File: config.mk
export PLATFORM = sky130hd
export DESIGN_NAME = fnv1a_bucket_hash_top_flat
export DESIGN_NICKNAME = d
export VERILOG_FILES = /design/src/rtl/fbh_pkg.sv /design/src/rtl/fbh_in_if.sv /design/src/rtl/fbh_out_if.sv /design/src/rtl/fbh_front.sv /design/src/rtl/fbh_fifo.sv /design/src/rtl/fbh_back.sv /design/src/rtl/fnv1a_bucket_hash_top.sv /design/src/flat_wrapper.sv
export SDC_FILE = /design/constraint.sdc
export NUM_CORES = 1
export LEC_CHECK = 0
export BUFFER_PORTS_ARGS = -buffer_cell sky130_fd_sc_hd__buf_2
export CORE_UTILIZATION = 65
export CTS_CLUSTER_DIAMETER = 200
export CTS_CLUSTER_SIZE = 10
export DETAILED_ROUTE_END_ITERATION = 12
export GPL_ROUTABILITY_DRIVEN = 0
export PLACE_DENSITY = 0.86
export SLEW_MARGIN = 20
export SYNTH_ARGS = -nofsm -noshare
export SYNTH_HDL_FRONTEND = slang
export SYNTH_SLANG_ARGS = --single-unit
export TNS_END_PERCENT = 10
File: constraint.sdc
create_clock -name clk_i -period 9.3 [get_ports clk_i]
set_clock_uncertainty 0.2 [all_clocks]
set_input_delay 0.465 -clock clk_i [delete_from_list [all_inputs] [get_ports clk_i]]
set_output_delay 0.465 -clock clk_i [all_outputs]
set_load 0.02 [all_outputs]
File: src/rtl/fbh_pkg.sv
package fbh_pkg;

  localparam int unsigned CountW = 21;
  localparam int unsigned IndexW = 20;
  localparam int unsigned HashW  = 32;
  localparam int unsigned SumW   = 32;
  localparam int unsigned ByteW  = 8;
  localparam int unsigned DvdW   = 31;
  localparam int unsigned StepW  = 5;

  localparam logic [HashW-1:0]  FnvBasis   = 32'h811C9DC5;
  localparam logic [HashW-1:0]  FnvPrime   = 32'h01000193;
  localparam logic [CountW-1:0] CountReset = 21'd1024;
  localparam logic [StepW-1:0]  LastStep   = 5'(DvdW - 1);

  typedef struct packed {
    logic [DvdW-1:0] hash;
    logic [SumW-1:0] sum;
  } fbh_key_t;

  typedef struct packed {
    logic push;
    logic pop;
  } fbh_q_ctrl_t;

  typedef struct packed {
    logic full;
    logic empty;
  } fbh_q_stat_t;

  typedef enum logic [2:0] {
    BackIdle = 3'b001,
    BackDiv  = 3'b010,
    BackDone = 3'b100
  } fbh_back_state_e;

endpackage

File: src/rtl/fbh_in_if.sv
interface fbh_in_if import fbh_pkg::*; ();
  logic             valid;
  logic             ready;
  logic [ByteW-1:0] key_byte;
  logic             last_byte;

  modport source (output valid, output key_byte, output last_byte, input ready);
  modport sink (input valid, input key_byte, input last_byte, output ready);
endinterface

File: src/rtl/fbh_out_if.sv
interface fbh_out_if import fbh_pkg::*; ();
  logic              valid;
  logic              ready;
  logic [IndexW-1:0] bucket_index;
  logic [SumW-1:0]   byte_sum;

  modport source (output valid, output bucket_index, output byte_sum, input ready);
  modport sink (input valid, input bucket_index, input byte_sum, output ready);
endinterface

File: src/rtl/fbh_front.sv
module fbh_front import fbh_pkg::*; (
  input  logic        clk_i,
  input  logic        rst_ni,
  fbh_in_if.sink      in_i,
  input  fbh_q_stat_t q_stat_i,
  output logic        push_o,
  output fbh_key_t    key_o
);

  logic [HashW-1:0] hash_q, hash_d, hash_next;
  logic [SumW-1:0]  sum_q, sum_d, sum_next;
  logic             accept;

  assign in_i.ready = !q_stat_i.full;
  assign accept     = in_i.valid && in_i.ready;

  assign hash_next = HashW'((hash_q ^ {{(HashW-ByteW){1'b0}}, in_i.key_byte}) * FnvPrime);
  assign sum_next  = sum_q + {{(SumW-ByteW){1'b0}}, in_i.key_byte};

  assign push_o     = accept && in_i.last_byte;
  assign key_o.hash = hash_next[DvdW-1:0];
  assign key_o.sum  = sum_next;

  always_comb begin
    hash_d = hash_q;
    sum_d  = sum_q;
    if (accept) begin
      if (in_i.last_byte) begin
        hash_d = FnvBasis;
        sum_d  = '0;
      end else begin
        hash_d = hash_next;
        sum_d  = sum_next;
      end
    end
  end

  always_ff @(posedge clk_i or negedge rst_ni) begin
    if (!rst_ni) begin
      hash_q <= FnvBasis;
      sum_q  <= '0;
    end else begin
      hash_q <= hash_d;
      sum_q  <= sum_d;
    end
  end

endmodule

File: src/rtl/fbh_fifo.sv
module fbh_fifo import fbh_pkg::*; (
  input  logic        clk_i,
  input  logic        rst_ni,
  input  fbh_q_ctrl_t ctrl_i,
  input  fbh_key_t    key_i,
  output fbh_q_stat_t stat_o,
  output fbh_key_t    key_o
);

  fbh_key_t   entry_q [2];
  logic       wr_ptr_q, wr_ptr_d;
  logic       rd_ptr_q, rd_ptr_d;
  logic [1:0] cnt_q, cnt_d;
  logic       do_push, do_pop;

  assign stat_o.full  = (cnt_q == 2'd2);
  assign stat_o.empty = (cnt_q == 2'd0);
  assign do_push      = ctrl_i.push && !stat_o.full;
  assign do_pop       = ctrl_i.pop && !stat_o.empty;
  assign key_o        = entry_q[rd_ptr_q];

  always_comb begin
    wr_ptr_d = wr_ptr_q ^ do_push;
    rd_ptr_d = rd_ptr_q ^ do_pop;
    cnt_d    = cnt_q + {1'b0, do_push} - {1'b0, do_pop};
  end

  always_ff @(posedge clk_i) begin
    if (do_push) begin
      entry_q[wr_ptr_q] <= key_i;
    end
  end

  always_ff @(posedge clk_i or negedge rst_ni) begin
    if (!rst_ni) begin
      wr_ptr_q <= 1'b0;
      rd_ptr_q <= 1'b0;
      cnt_q    <= '0;
    end else begin
      wr_ptr_q <= wr_ptr_d;
      rd_ptr_q <= rd_ptr_d;
      cnt_q    <= cnt_d;
    end
  end

endmodule

File: src/rtl/fbh_back.sv
module fbh_back import fbh_pkg::*; (
  input  logic              clk_i,
  input  logic              rst_ni,
  input  logic [CountW-1:0] divisor_i,
  input  fbh_q_stat_t       q_stat_i,
  input  fbh_key_t          key_i,
  output logic              pop_o,
  fbh_out_if.source         out_o
);

  fbh_back_state_e   state_q, state_d;
  logic [DvdW-1:0]   dvd_q, dvd_d;
  logic [CountW-1:0] rem_q, rem_d;
  logic [SumW-1:0]   sum_q, sum_d;
  logic [StepW-1:0]  step_q, step_d;
  logic [CountW:0]   rem_shift, trial;

  assign rem_shift = {rem_q, dvd_q[DvdW-1]};
  assign trial     = rem_shift - {1'b0, divisor_i};

  assign out_o.valid        = (state_q == BackDone);
  assign out_o.bucket_index = rem_q[IndexW-1:0];
  assign out_o.byte_sum     = sum_q;

  always_comb begin
    state_d = state_q;
    dvd_d   = dvd_q;
    rem_d   = rem_q;
    sum_d   = sum_q;
    step_d  = step_q;
    pop_o   = 1'b0;
    unique case (state_q)
      BackIdle: begin
        if (!q_stat_i.empty) begin
          pop_o   = 1'b1;
          dvd_d   = key_i.hash;
          sum_d   = key_i.sum;
          rem_d   = '0;
          step_d  = '0;
          state_d = BackDiv;
        end
      end
      BackDiv: begin
        // restoring step, one dividend bit per cycle
        dvd_d  = {dvd_q[DvdW-2:0], 1'b0};
        rem_d  = trial[CountW] ? rem_shift[CountW-1:0] : trial[CountW-1:0];
        step_d = step_q + 5'd1;
        if (step_q == LastStep) begin
          state_d = BackDone;
        end
      end
      BackDone: begin
        if (out_o.ready) begin
          state_d = BackIdle;
        end
      end
      default: state_d = BackIdle;
    endcase
  end

  always_ff @(posedge clk_i) begin
    dvd_q <= dvd_d;
    rem_q <= rem_d;
    sum_q <= sum_d;
  end

  always_ff @(posedge clk_i or negedge rst_ni) begin
    if (!rst_ni) begin
      state_q <= BackIdle;
      step_q  <= '0;
    end else begin
      state_q <= state_d;
      step_q  <= step_d;
    end
  end

endmodule

File: src/rtl/fnv1a_bucket_hash_top.sv
// Streaming FNV-1a bucket hash. The front end takes one key byte per cycle
// while the queue is not full and keeps the running 32-bit hash and byte sum;
// on the byte flagged last_byte it hands the top-bit-cleared hash and the sum
// to a two-key queue and restarts. The back end reduces each queued hash
// modulo the bucket count with a restoring remainder unit, one dividend bit
// per cycle: it loads a key while idle, shifts in every dividend bit, then
// holds the result until it is taken, and only after that loads another key.
// A bucket count of 0 acts as 1 and counts above MAX_BUCKETS saturate.
// Write cfg_we_i only while no key is in flight.
module fnv1a_bucket_hash_top import fbh_pkg::*; #(
  parameter longint unsigned MAX_BUCKETS = 1048576
) (
  input  logic              clk_i,
  input  logic              rst_ni,
  input  logic              cfg_we_i,
  input  logic [CountW-1:0] cfg_wdata_i,
  fbh_in_if.sink            in_i,
  fbh_out_if.source         out_o
);

  localparam logic [31:0] MaxCount = 32'(MAX_BUCKETS);

  function automatic logic [CountW-1:0] eff_count(input logic [CountW-1:0] c);
    logic [CountW-1:0] r;
    r = c;
    if (c == '0) begin
      r = CountW'(1);
    end else if ({{(32-CountW){1'b0}}, c} > MaxCount) begin
      r = MaxCount[CountW-1:0];
    end
    return r;
  endfunction

  logic [CountW-1:0] divisor_q;
  fbh_q_ctrl_t       q_ctrl;
  fbh_q_stat_t       q_stat;
  fbh_key_t          push_key, head_key;

  always_ff @(posedge clk_i or negedge rst_ni) begin
    if (!rst_ni) begin
      divisor_q <= eff_count(CountReset);
    end else if (cfg_we_i) begin
      divisor_q <= eff_count(cfg_wdata_i);
    end
  end

  fbh_front u_front (
    .clk_i    (clk_i),
    .rst_ni   (rst_ni),
    .in_i     (in_i),
    .q_stat_i (q_stat),
    .push_o   (q_ctrl.push),
    .key_o    (push_key)
  );

  fbh_fifo u_fifo (
    .clk_i  (clk_i),
    .rst_ni (rst_ni),
    .ctrl_i (q_ctrl),
    .key_i  (push_key),
    .stat_o (q_stat),
    .key_o  (head_key)
  );

  fbh_back u_back (
    .clk_i     (clk_i),
    .rst_ni    (rst_ni),
    .divisor_i (divisor_q),
    .q_stat_i  (q_stat),
    .key_i     (head_key),
    .pop_o     (q_ctrl.pop),
    .out_o     (out_o)
  );

endmodule

File: src/flat_wrapper.sv
// flat-port wrapper written by rule: the top's interface ports become plain ports
module fnv1a_bucket_hash_top_flat import fbh_pkg::*;
#(
  parameter longint unsigned MAX_BUCKETS = 1048576
)
  (clk_i, rst_ni, cfg_we_i, cfg_wdata_i, in_i_valid, in_i_key_byte, in_i_last_byte, in_i_ready, out_o_valid, out_o_bucket_index, out_o_byte_sum, out_o_ready);
  fbh_in_if in_i_i ();
  fbh_out_if out_o_i ();
  input  logic clk_i;
  input  logic rst_ni;
  input  logic cfg_we_i;
  input  logic [CountW-1:0] cfg_wdata_i;
  input wire logic [$bits(in_i_i.valid)-1:0] in_i_valid;
  input wire logic [$bits(in_i_i.key_byte)-1:0] in_i_key_byte;
  input wire logic [$bits(in_i_i.last_byte)-1:0] in_i_last_byte;
  output wire logic [$bits(in_i_i.ready)-1:0] in_i_ready;
  output wire logic [$bits(out_o_i.valid)-1:0] out_o_valid;
  output wire logic [$bits(out_o_i.bucket_index)-1:0] out_o_bucket_index;
  output wire logic [$bits(out_o_i.byte_sum)-1:0] out_o_byte_sum;
  input wire logic [$bits(out_o_i.ready)-1:0] out_o_ready;
  assign in_i_i.valid = in_i_valid;
  assign in_i_i.key_byte = in_i_key_byte;
  assign in_i_i.last_byte = in_i_last_byte;
  assign in_i_ready = in_i_i.ready;
  assign out_o_valid = out_o_i.valid;
  assign out_o_bucket_index = out_o_i.bucket_index;
  assign out_o_byte_sum = out_o_i.byte_sum;
  assign out_o_i.ready = out_o_ready;
  fnv1a_bucket_hash_top #(.MAX_BUCKETS(MAX_BUCKETS)) u_core (.clk_i(clk_i), .rst_ni(rst_ni), .cfg_we_i(cfg_we_i), .cfg_wdata_i(cfg_wdata_i), .in_i(in_i_i), .out_o(out_o_i));
endmodule
Yosys cells after proc, flatten, opt, wreduce, memory -nomap -nowiden
Memories as Yosys holds them, arrays and structs flattened.
Cells that the tools add are included.
{"block": "word_totals", "regBits": 181, "mem_bits_rw": 126, "output_inout_bits": 54, "word_cells": 62, "n_memories": 1}
{"name": "u_core.u_fifo.entry_q", "depth": 2, "width": 63, "read_ports": 1, "rd_ports_with_merged_regs": 0, "wr": 1, "line": "fbh_fifo.sv:10", "source": "fbh_key_t entry_q [2];"}
{"block": "op_classes", "addsub": 5, "mul": 1, "order_cmp": 1, "n_eq_ne": 8, "muxes": 19, "bitwise": 4, "reduce_logical": 12}
{"cell": "21-bit two-way mux", "count": 4}
{"cell": "32-bit two-way mux", "count": 2}
{"cell": "31-bit one-hot mux with 2 select lines", "count": 1}
{"cell": "21-bit one-hot mux with 2 select lines", "count": 1}
{"cell": "32-bit by 8-bit adder with 32-bit output", "count": 1}
{"cell": "32-bit by 25-bit multiplier with 32-bit output (second input constant)", "count": 1}
{"cell": "32-bit by 8-bit bitwise XOR with 32-bit output", "count": 1}
{"cell": "31-bit two-way mux", "count": 1}
{"cell": "22-bit by 21-bit subtractor with 22-bit output", "count": 1}
{"cell": "21-bit > comparator (second input constant)", "count": 1}
{"cell": "21-bit logical NOT", "count": 1}
{"cell": "5-bit one-hot mux with 2 select lines", "count": 1}
{"cell": "3-bit two-way mux", "count": 3}
{"cell": "3-bit one-hot mux with 3 select lines", "count": 1}
{"cell": "5-bit by 1-bit adder with 5-bit output (second input constant)", "count": 1}
{"cell": "5-bit equality test (second input constant)", "count": 1}
{"cell": "5-bit two-way mux", "count": 1}
{"cell": "1-bit logical AND", "count": 4}
{"cell": "1-bit two-way mux", "count": 4}
{"cell": "2-bit != test (second input constant)", "count": 2}
{"cell": "2-bit AND reduction", "count": 2}
{"cell": "3-bit by 1-bit equality test with 1-bit output (second input constant)", "count": 1}
{"cell": "3-bit by 2-bit equality test with 1-bit output (second input constant)", "count": 1}
{"cell": "3-bit equality test (second input constant)", "count": 1}
{"cell": "10 further kinds", "count": 12}

Logic depth before layout (Yosys ltp)
Gate-level depths: netlist of the first run.
{"block": "logic_depth", "word_depth": 7, "mapped_depth": 20}

Modules after synthesis
Synthesis of the first run repeated with hierarchy kept, for this count alone.
{"block": "hier_totals", "hier_cells": 1756, "hier_area_um2": 20183.1}
{"module": "fbh_front", "instances": 1, "cells_each": 953, "area_per_inst_um2": 9053.7}
{"module": "fbh_back", "instances": 1, "cells_each": 507, "area_per_inst_um2": 5064.9}
{"module": "fbh_fifo", "instances": 1, "cells_each": 216, "area_per_inst_um2": 5064.9}
{"module": "fnv1a_bucket_hash_top", "instances": 1, "cells_each": 80, "area_per_inst_um2": 999.7}

Worst setup path after synthesis of the first run
Ideal clock, no wire load.
{"block": "synth_path", "path_kind": "reg-to-reg", "start": "register u_core.u_front.hash_q[2]", "end": "memory u_core.u_fifo.entry_q[0][60] (netlist bit) (data pin)", "arrival_time_ns": 5.104, "t_required_ns": 8.835, "slack_ns": 3.731, "stages_incl_launch_ff": 20, "n_path_buf": 0, "period_less_slack_ns": 5.569, "cell_sequence": "dfstp_2 > xor2_1 > xnor2_1 > ha_1 > fa_1 > ha_1 > fa_1 > ha_1 > inv_1 > fa_1 > inv_1 > ha_1 > a21oi_1 > o21ai_0 > nand4bb_1 > a311oi_1 > a21oi_1 > or2_1 > a31oi_1 > xnor2_1"}
{"item": "from (decl)", "line": "fbh_front.sv:10", "source": "logic [HashW-1:0] hash_q, hash_d, hash_next;"}
{"item": "from (signal assigned)", "line": "fbh_front.sv:40", "source": "hash_q <= FnvBasis;"}
{"item": "from (signal assigned)", "line": "fbh_front.sv:43", "source": "hash_q <= hash_d;"}
{"item": "to (decl)", "line": "fbh_fifo.sv:10"}

==> impl_metrics.tcl, run 1 <==
set metrics [dict create \
    syn_inst 1691 \
    tightest_slew_ns 1.12 \
    ant_nets 0 \
    syn_area_per_cell_um2 11.4 \
    required_ns 9.36 \
    fmax_mhz 156 \
    antenna_found_initial 1 \
    rsz0062_at_grt "false" \
    grt_use_met3_pct 5.03 \
    dpl.hpwl_um 30000 \
    final_common_cell "inv_1" \
    root_buffer "clkbuf_16" \
    crit_chain "xor2_1, xnor2_1, ha_1, fa_1, ha_1, fa_1, ha_1, inv_1, fa_1, inv_1, ha_1, a21oi_1, o21ai_0, nand4bb_1, a311oi_1, a21oi_1, or2_1, a31oi_1, xnor2_1" \
    ys_types 71 \
    wl_per_cell_um 20.1 \
    timing.max_cap.violations 0 \
    critPathMaxStageDelay_ns 0.56 \
    status "completed" \
    worst_path_max_delay_cell "dfstp_2" \
    cts_tree "done" \
    syn_nets 2008 \
    async_flop_share_pct 31.4 \
    h-tree-depth 2 \
    cts_setup_buffers 0 \
    drc 0 \
    register_area_um2 8730 \
    clk_latency_ns 0.53 \
    synth_warnings 0 \
    finalWirelength_um 44000 \
    fill_cells 1820 \
    initial_utilization_pct 66.5 \
    die_w_um 174 \
    startpoint_type "register" \
    yosysSeqAreaShare_pct 45.3 \
    hold_viol_final 0 \
    holdPathStages 3 \
    grt_pass1_wl_um 71500 \
    critPathMaxFanout 5 \
    die_area_um2 30300 \
    hold_class "input port to register" \
    multi_input_comb_area_um2 9390 \
    ys.flop_type "edfxtp_1" \
    synth-edff-count 210 \
    cts_resized 0 \
    ctsLongestPathBuffers 3 \
    rows 62 \
    numCtsBuffers 36 \
    ff2ff_path_depth 19 \
    grt_max_degree 80 \
    grt_pass1_vias 14000 \
    die_h_um 174 \
    critPathArrivalTime_ns 6.47 \
    synth_seq_cells 306 \
    io_buffers 88 \
    grt-ovfl-total 0 \
    grt_busiest_layer "met2" \
    cts.sinks 306 \
    r2r_setup_slack_ns 2.89 \
    slew_violations 0 \
    gr-usage-all-layers_pct 29.9 \
    viasPerCell 6.08 \
    coreArea_um2 28900 \
    finalNetCount 2094 \
    crit_top_cell "ha_1" \
    final_cell_mix "215 x inv_1, 210 x edfxtp_1, 208 x ha_1, 133 x nand2_1, 108 x o21ai_0" \
    layout-drive-gt1-share_pct 12.0 \
    end_kind "register" \
    vias 13300 \
    path_clk_slew_ns 0.06 \
    fin_crit_ns 6.41 \
    tns_ns 0 \
    netlist_area_um2 19300 \
    pin_count 89 \
    area_growth_pct 10.2 \
    layout_worst_path_cycle_share_pct 68.9 \
    slew-limit-headroom_pct 24.9 \
    first_pass_iters 6 \
    use_met1_pct 37.8 \
    drt_iter0_drc 1299 \
    use_met2_pct 51.5 \
    worstSetupPathType "register to register" \
    final-setup-viol-count 0 \
]
[through the flow]
| step | area [µm²] | instances | utilization (%) | hold WS, ns | worst slack (ns) |
|---|---|---|---|---|---|
| 5_1_grt | 21200 | 2190 | 73.3 | 0.0284 | 2.60 |
| 3_5_place_dp | 20000 | 2105 | 69.0 | 0.251 | 3.08 |
| 2_1_floorplan | 19300 | 1691 | - | -0.0306 | 3.73 |
| 4_1_cts | 21200 | 2189 | 73.3 | 0.00595 | 2.97 |
| 6_report | 21200 | 2190 | 73.3 | 0.00802 | 2.89 |
| 3_3_place_gp | 20000 | 2105 | 69.0 | 0.248 | 3.26 |
[flip-flops by register name, summed over array words and instances, names as in the netlist]
signal and cells:
u_core.u_fifo.entry_q 126, u_core.u_back.out_o.byte_sum 32, u_core.u_front.sum_q 32, u_core.u_back.dvd_q 31, u_core.u_front.hash_q 31, u_core.divisor_q 21, u_core.u_back.rem_q 21, u_core.u_back.step_q 5
u_core.u_back.state_q 3, u_core.u_fifo.cnt_q 2, u_core.u_fifo.rd_ptr_q 1, u_core.u_fifo.wr_ptr_q 1
[per-layer routing]
layer	vias up	routed length [µm]	share of wire [%]
li1	6098	-	-
met1	6497	17300	39
met2	594	21700	49
met3	127	3440	7.8
met4	0	1470	3.3
met5	-	0	0
[final cells by class]
cell class,instances,area share [%]
multi-input combinational,1098,44.3
clock inverter,4,0.354
tap,384,2.27
inverter,216,3.82
antenna,1,0.0118
timing repair buffer,119,3.40
clock buffer,62,4.71
sequential,306,41.2
[critical path: cells and delay by family, from the launching register on]
kind,cells,cell delay (ns)
compound gates,5,1.19
xor+xnor,3,0.82
fa+ha+maj,7,2.75
buf+inv,2,0.10
flops,1,0.56
simple gates,2,0.54
[kinds of logic (layout without fill, tap and decap cells)]
kind of cell	after synthesis	count (layout)	share of synthesized area (%)
xor+xnor	98	98	4.46
simple gates	327	327	8.06
compound gates	310	310	10.5
fa+ha+maj	283	283	21.2
buf+inv	287	401	6.05
mux	80	80	4.37
other cells	0	1	0
flops	306	306	45.3
[cell usage after synthesis (5+ instances only)]
library cell	count	area (µm²)
clkbuf_1	39	146
and2_1	8	50.1
nand2b_1	7	43.8
xor2_1	44	385
fa_1	72	1440
or3_1	10	62.6
mux2_2	33	372
nand2_1	134	503
a21o_1	19	143
o31a_1	5	43.8
buf_2	7	35.0
dfstp_2	15	394
a21oi_1	53	265
mux2i_1	47	470
o31ai_1	6	45.0
o21ai_0	108	541
nor2_1	59	221
buf_4	21	158
o22a_1	9	78.8
o21ai_1	13	65.1
inv_1	215	807
nor2b_1	9	56.3
nand3_1	33	165
a22o_1	18	158
nor4_1	8	50.1
dfrtp_1	81	2030
xnor2_1	54	473
and3_1	15	93.8
nor3_1	18	90.1
a211oi_1	7	52.6
o211ai_1	12	90.1
o21a_1	10	75.1
ha_1	210	2630
a31oi_1	8	50.1
and4_1	10	87.6
edfxtp_1	210	6310
[path summary, 6_finish.rpt]
path	from	end
worst max register to register	u_core.u_front.hash_q[2]$_DFFE_PN1P_	u_core.u_fifo.entry_q[0][60]$_DFFE_PP_
min in group asynchronous	rst_ni	u_core.divisor_q[15]$_DFFE_PN0P_
worst max-delay path	u_core.u_front.hash_q[2]$_DFFE_PN1P_	u_core.u_fifo.entry_q[0][60]$_DFFE_PP_
worst min-delay path	cfg_wdata_i[20]	u_core.divisor_q[20]$_DFFE_PN0P_
worst min register to register	u_core.u_front.hash_q[0]$_DFFE_PN1P_	u_core.u_front.hash_q[0]$_DFFE_PN1P_
max in group asynchronous	rst_ni	u_core.u_fifo.rd_ptr_q$_DFF_PN0_
[timing repair]
item	CTS	global route
setup endpoints to repair	0	0
hold endpoints to repair	59	0
hold buffers	18	0
Power of run 1 is not shown: default switching activity piles up to over one toggle a cycle in this logic, so the estimate is an artifact.
==> run 2: changes to the inputs <==
--- a/config.mk
+++ b/config.mk
@@ -6,12 +6,12 @@
 export NUM_CORES = 1
 export LEC_CHECK = 0
 export BUFFER_PORTS_ARGS = -buffer_cell sky130_fd_sc_hd__buf_2
-export CORE_UTILIZATION = 65
+export CORE_UTILIZATION = 63
 export CTS_CLUSTER_DIAMETER = 200
 export CTS_CLUSTER_SIZE = 10
 export DETAILED_ROUTE_END_ITERATION = 12
 export GPL_ROUTABILITY_DRIVEN = 0
-export PLACE_DENSITY = 0.86
+export PLACE_DENSITY = 0.83
 export SLEW_MARGIN = 20
 export SYNTH_ARGS = -nofsm -noshare
 export SYNTH_HDL_FRONTEND = slang
==> constraint.sdc (replaced) <==
create_clock -name clk_i -period 6.45 [get_ports clk_i]
set_clock_uncertainty 0.2 [all_clocks]
set_input_delay 0.3225 -clock clk_i [delete_from_list [all_inputs] [get_ports clk_i]]
set_output_delay 0.3225 -clock clk_i [all_outputs]
set_load 0.02 [all_outputs]
==> run 2 against run 1 <==
Effect of this change:
- utilization is 2.0 points lower
- sequential share of layout area decreased by 0.17 points
- register-to-register slack worse by 2.6 ns
- critical path depth did not move
- sequential cell count did not move
- worst hold slack better by 0.0098 ns
- cell count rose by 0.50%
- global-route usage down 1.5 points
- maximum frequency increased by 4.5%
- non-clock buffer count grew 7
- first-iteration DRC count shrank 5.8%
- wire length fell by 1.3%
==> impl_metrics.tcl, run 2 (synthesis gave the netlist of run 1 again) <==
set metrics [dict create \
    grt_pass1_wl_um 68900 \
    critPathArrivalTime_ns 6.19 \
    end_kind "register" \
    tightest_slew_ns 1.13 \
    drt_iter0_drc 1224 \
    final_common_cell "inv_1" \
    layout_worst_path_cycle_share_pct 95.1 \
    startpoint_type "register" \
    drc 0 \
    critPathMaxFanout 5 \
    worstSetupPathType "register to register" \
    required_ns 6.51 \
    slew-limit-headroom_pct 24.2 \
    h-tree-depth 2 \
    wl_per_cell_um 19.7 \
    status "completed" \
    coreArea_um2 29900 \
    clk_latency_ns 0.53 \
    final_cell_mix "215 x inv_1, 210 x edfxtp_1, 208 x ha_1, 133 x nand2_1, 108 x o21ai_0" \
    vias 13300 \
    finalNetCount 2101 \
    cts_tree "done" \
    largest_register "u_core.u_fifo.entry_q" \
    grt_max_degree 66 \
    dpl.hpwl_um 30000 \
    cts.sinks 306 \
    path_clk_slew_ns 0.06 \
    root_buffer "clkbuf_16" \
    fin_crit_ns 6.13 \
    finalWirelength_um 43400 \
    grt-ovfl-total 0 \
    area_growth_pct 10.6 \
    die_h_um 177 \
    hold_viol_final 0 \
    timing.max_cap.violations 0 \
    tns_ns 0 \
    ctsLongestPathBuffers 3 \
    layout-drive-gt1-share_pct 12.2 \
    ant_nets 0 \
    antenna_found_initial 0 \
    slew_violations 0 \
    io_buffers 88 \
    pin_count 89 \
    grt_pass1_vias 13700 \
    hold_class "input port to register" \
    cts_setup_buffers 0 \
    numCtsBuffers 36 \
    viasPerCell 6.04 \
    rsz0062_at_grt "false" \
    die_w_um 177 \
    die_area_um2 31300 \
    gr-usage-all-layers_pct 28.4 \
    largest_register_ffs 126 \
    fmax_mhz 163 \
    num_antenna_cells 0 \
    rows 63 \
    final-setup-viol-count 0 \
    first_pass_iters 5 \
    initial_utilization_pct 64.4 \
]
-- run 2: cell types whose count changed in the layout (fill, tap and decap cells not counted) --
cell / before / now
diode_2: 1 / 0
nor3_2: 0 / 1
xor2_1: 44 / 42
dlygate4sd3_1: 18 / 23
buf_4: 14 / 16
clkbuf_1: 26 / 25
xor2_2: 0 / 2
nor3_1: 18 / 17
-- run 2: metrics by stage --
step	instances	area [µm²]	setup slack, ns	hold WS [ns]	util (%)
4_1_cts	2201	21300	0.195	0.00967	71.2
5_1_grt	2201	21300	0.0463	0.0237	71.3
3_5_place_dp	2113	20000	0.221	0.159	66.9
3_3_place_gp	2113	20000	0.345	0.156	66.9
6_report	2201	21300	0.319	0.0178	71.3
2_1_floorplan	1691	19300	0.881	-0.173	-
-- run 2: path summary, 6_finish.rpt --
path,cells past startpoint,to,slack (ns),start
worst max-delay path,19,u_core.u_fifo.entry_q[0][60]$_DFFE_PP_,0.32,u_core.u_front.hash_q[2]$_DFFE_PN1P_
worst max register to register,19,u_core.u_fifo.entry_q[0][60]$_DFFE_PP_,0.32,u_core.u_front.hash_q[2]$_DFFE_PN1P_
min in group asynchronous,2,u_core.u_front.sum_q[21]$_DFFE_PN0P_,0.13,rst_ni
max in group asynchronous,3,u_core.u_fifo.rd_ptr_q$_DFF_PN0_,4.60,rst_ni
worst min register to register,2,u_core.u_front.hash_q[0]$_DFFE_PN1P_,0.27,u_core.u_front.hash_q[0]$_DFFE_PN1P_
worst min-delay path,2,u_core.u_fifo.entry_q[0][0]$_DFFE_PP_,0.02,in_i_key_byte[0]
-- run 2: layer usage --
metal,GRT usage [%],share of wire (%)
met2,47.6,48
met4,10.8,3.3
met3,4.47,7.0
met5,0,0
met1,37.1,42
-- run 2: timing repair --
| action | CTS | global route |
|---|---|---|
| endpoints found under the hold margin | 63 | 0 |
| gates resized for setup | 0 | 2 |
| endpoints found under the setup margin | 0 | 9 |
| hold buffers | 23 | 0 |
-- run 2: critical path, cell delays in order, from the launching register on --
cell and delay (ns):
dfstp_2 0.59, xor2_2 0.34, xnor2_1 0.14, ha_1 0.35, fa_1 0.50, ha_1 0.22, fa_1 0.49, ha_1 0.30
inv_1 0.05, fa_1 0.53, inv_1 0.04, ha_1 0.35, a21oi_1 0.16, o21ai_0 0.12, nand4bb_1 0.24, a311oi_1 0.37
a21oi_1 0.19, or2_1 0.30, a31oi_1 0.26, xnor2_1 0.12
-- run 2: final cells by class --
class	count	area (µm²)
Tap cell	390	488
Timing Repair Buffer	126	786
Clock buffer	61	995
Sequential cell	306	8730
Clock inverter	4	75.1
Multi-Input combinational cell	1098	9410
Fill cell	1919	8580
Inverter	216	811
Power of run 2 is left out for the same reason.
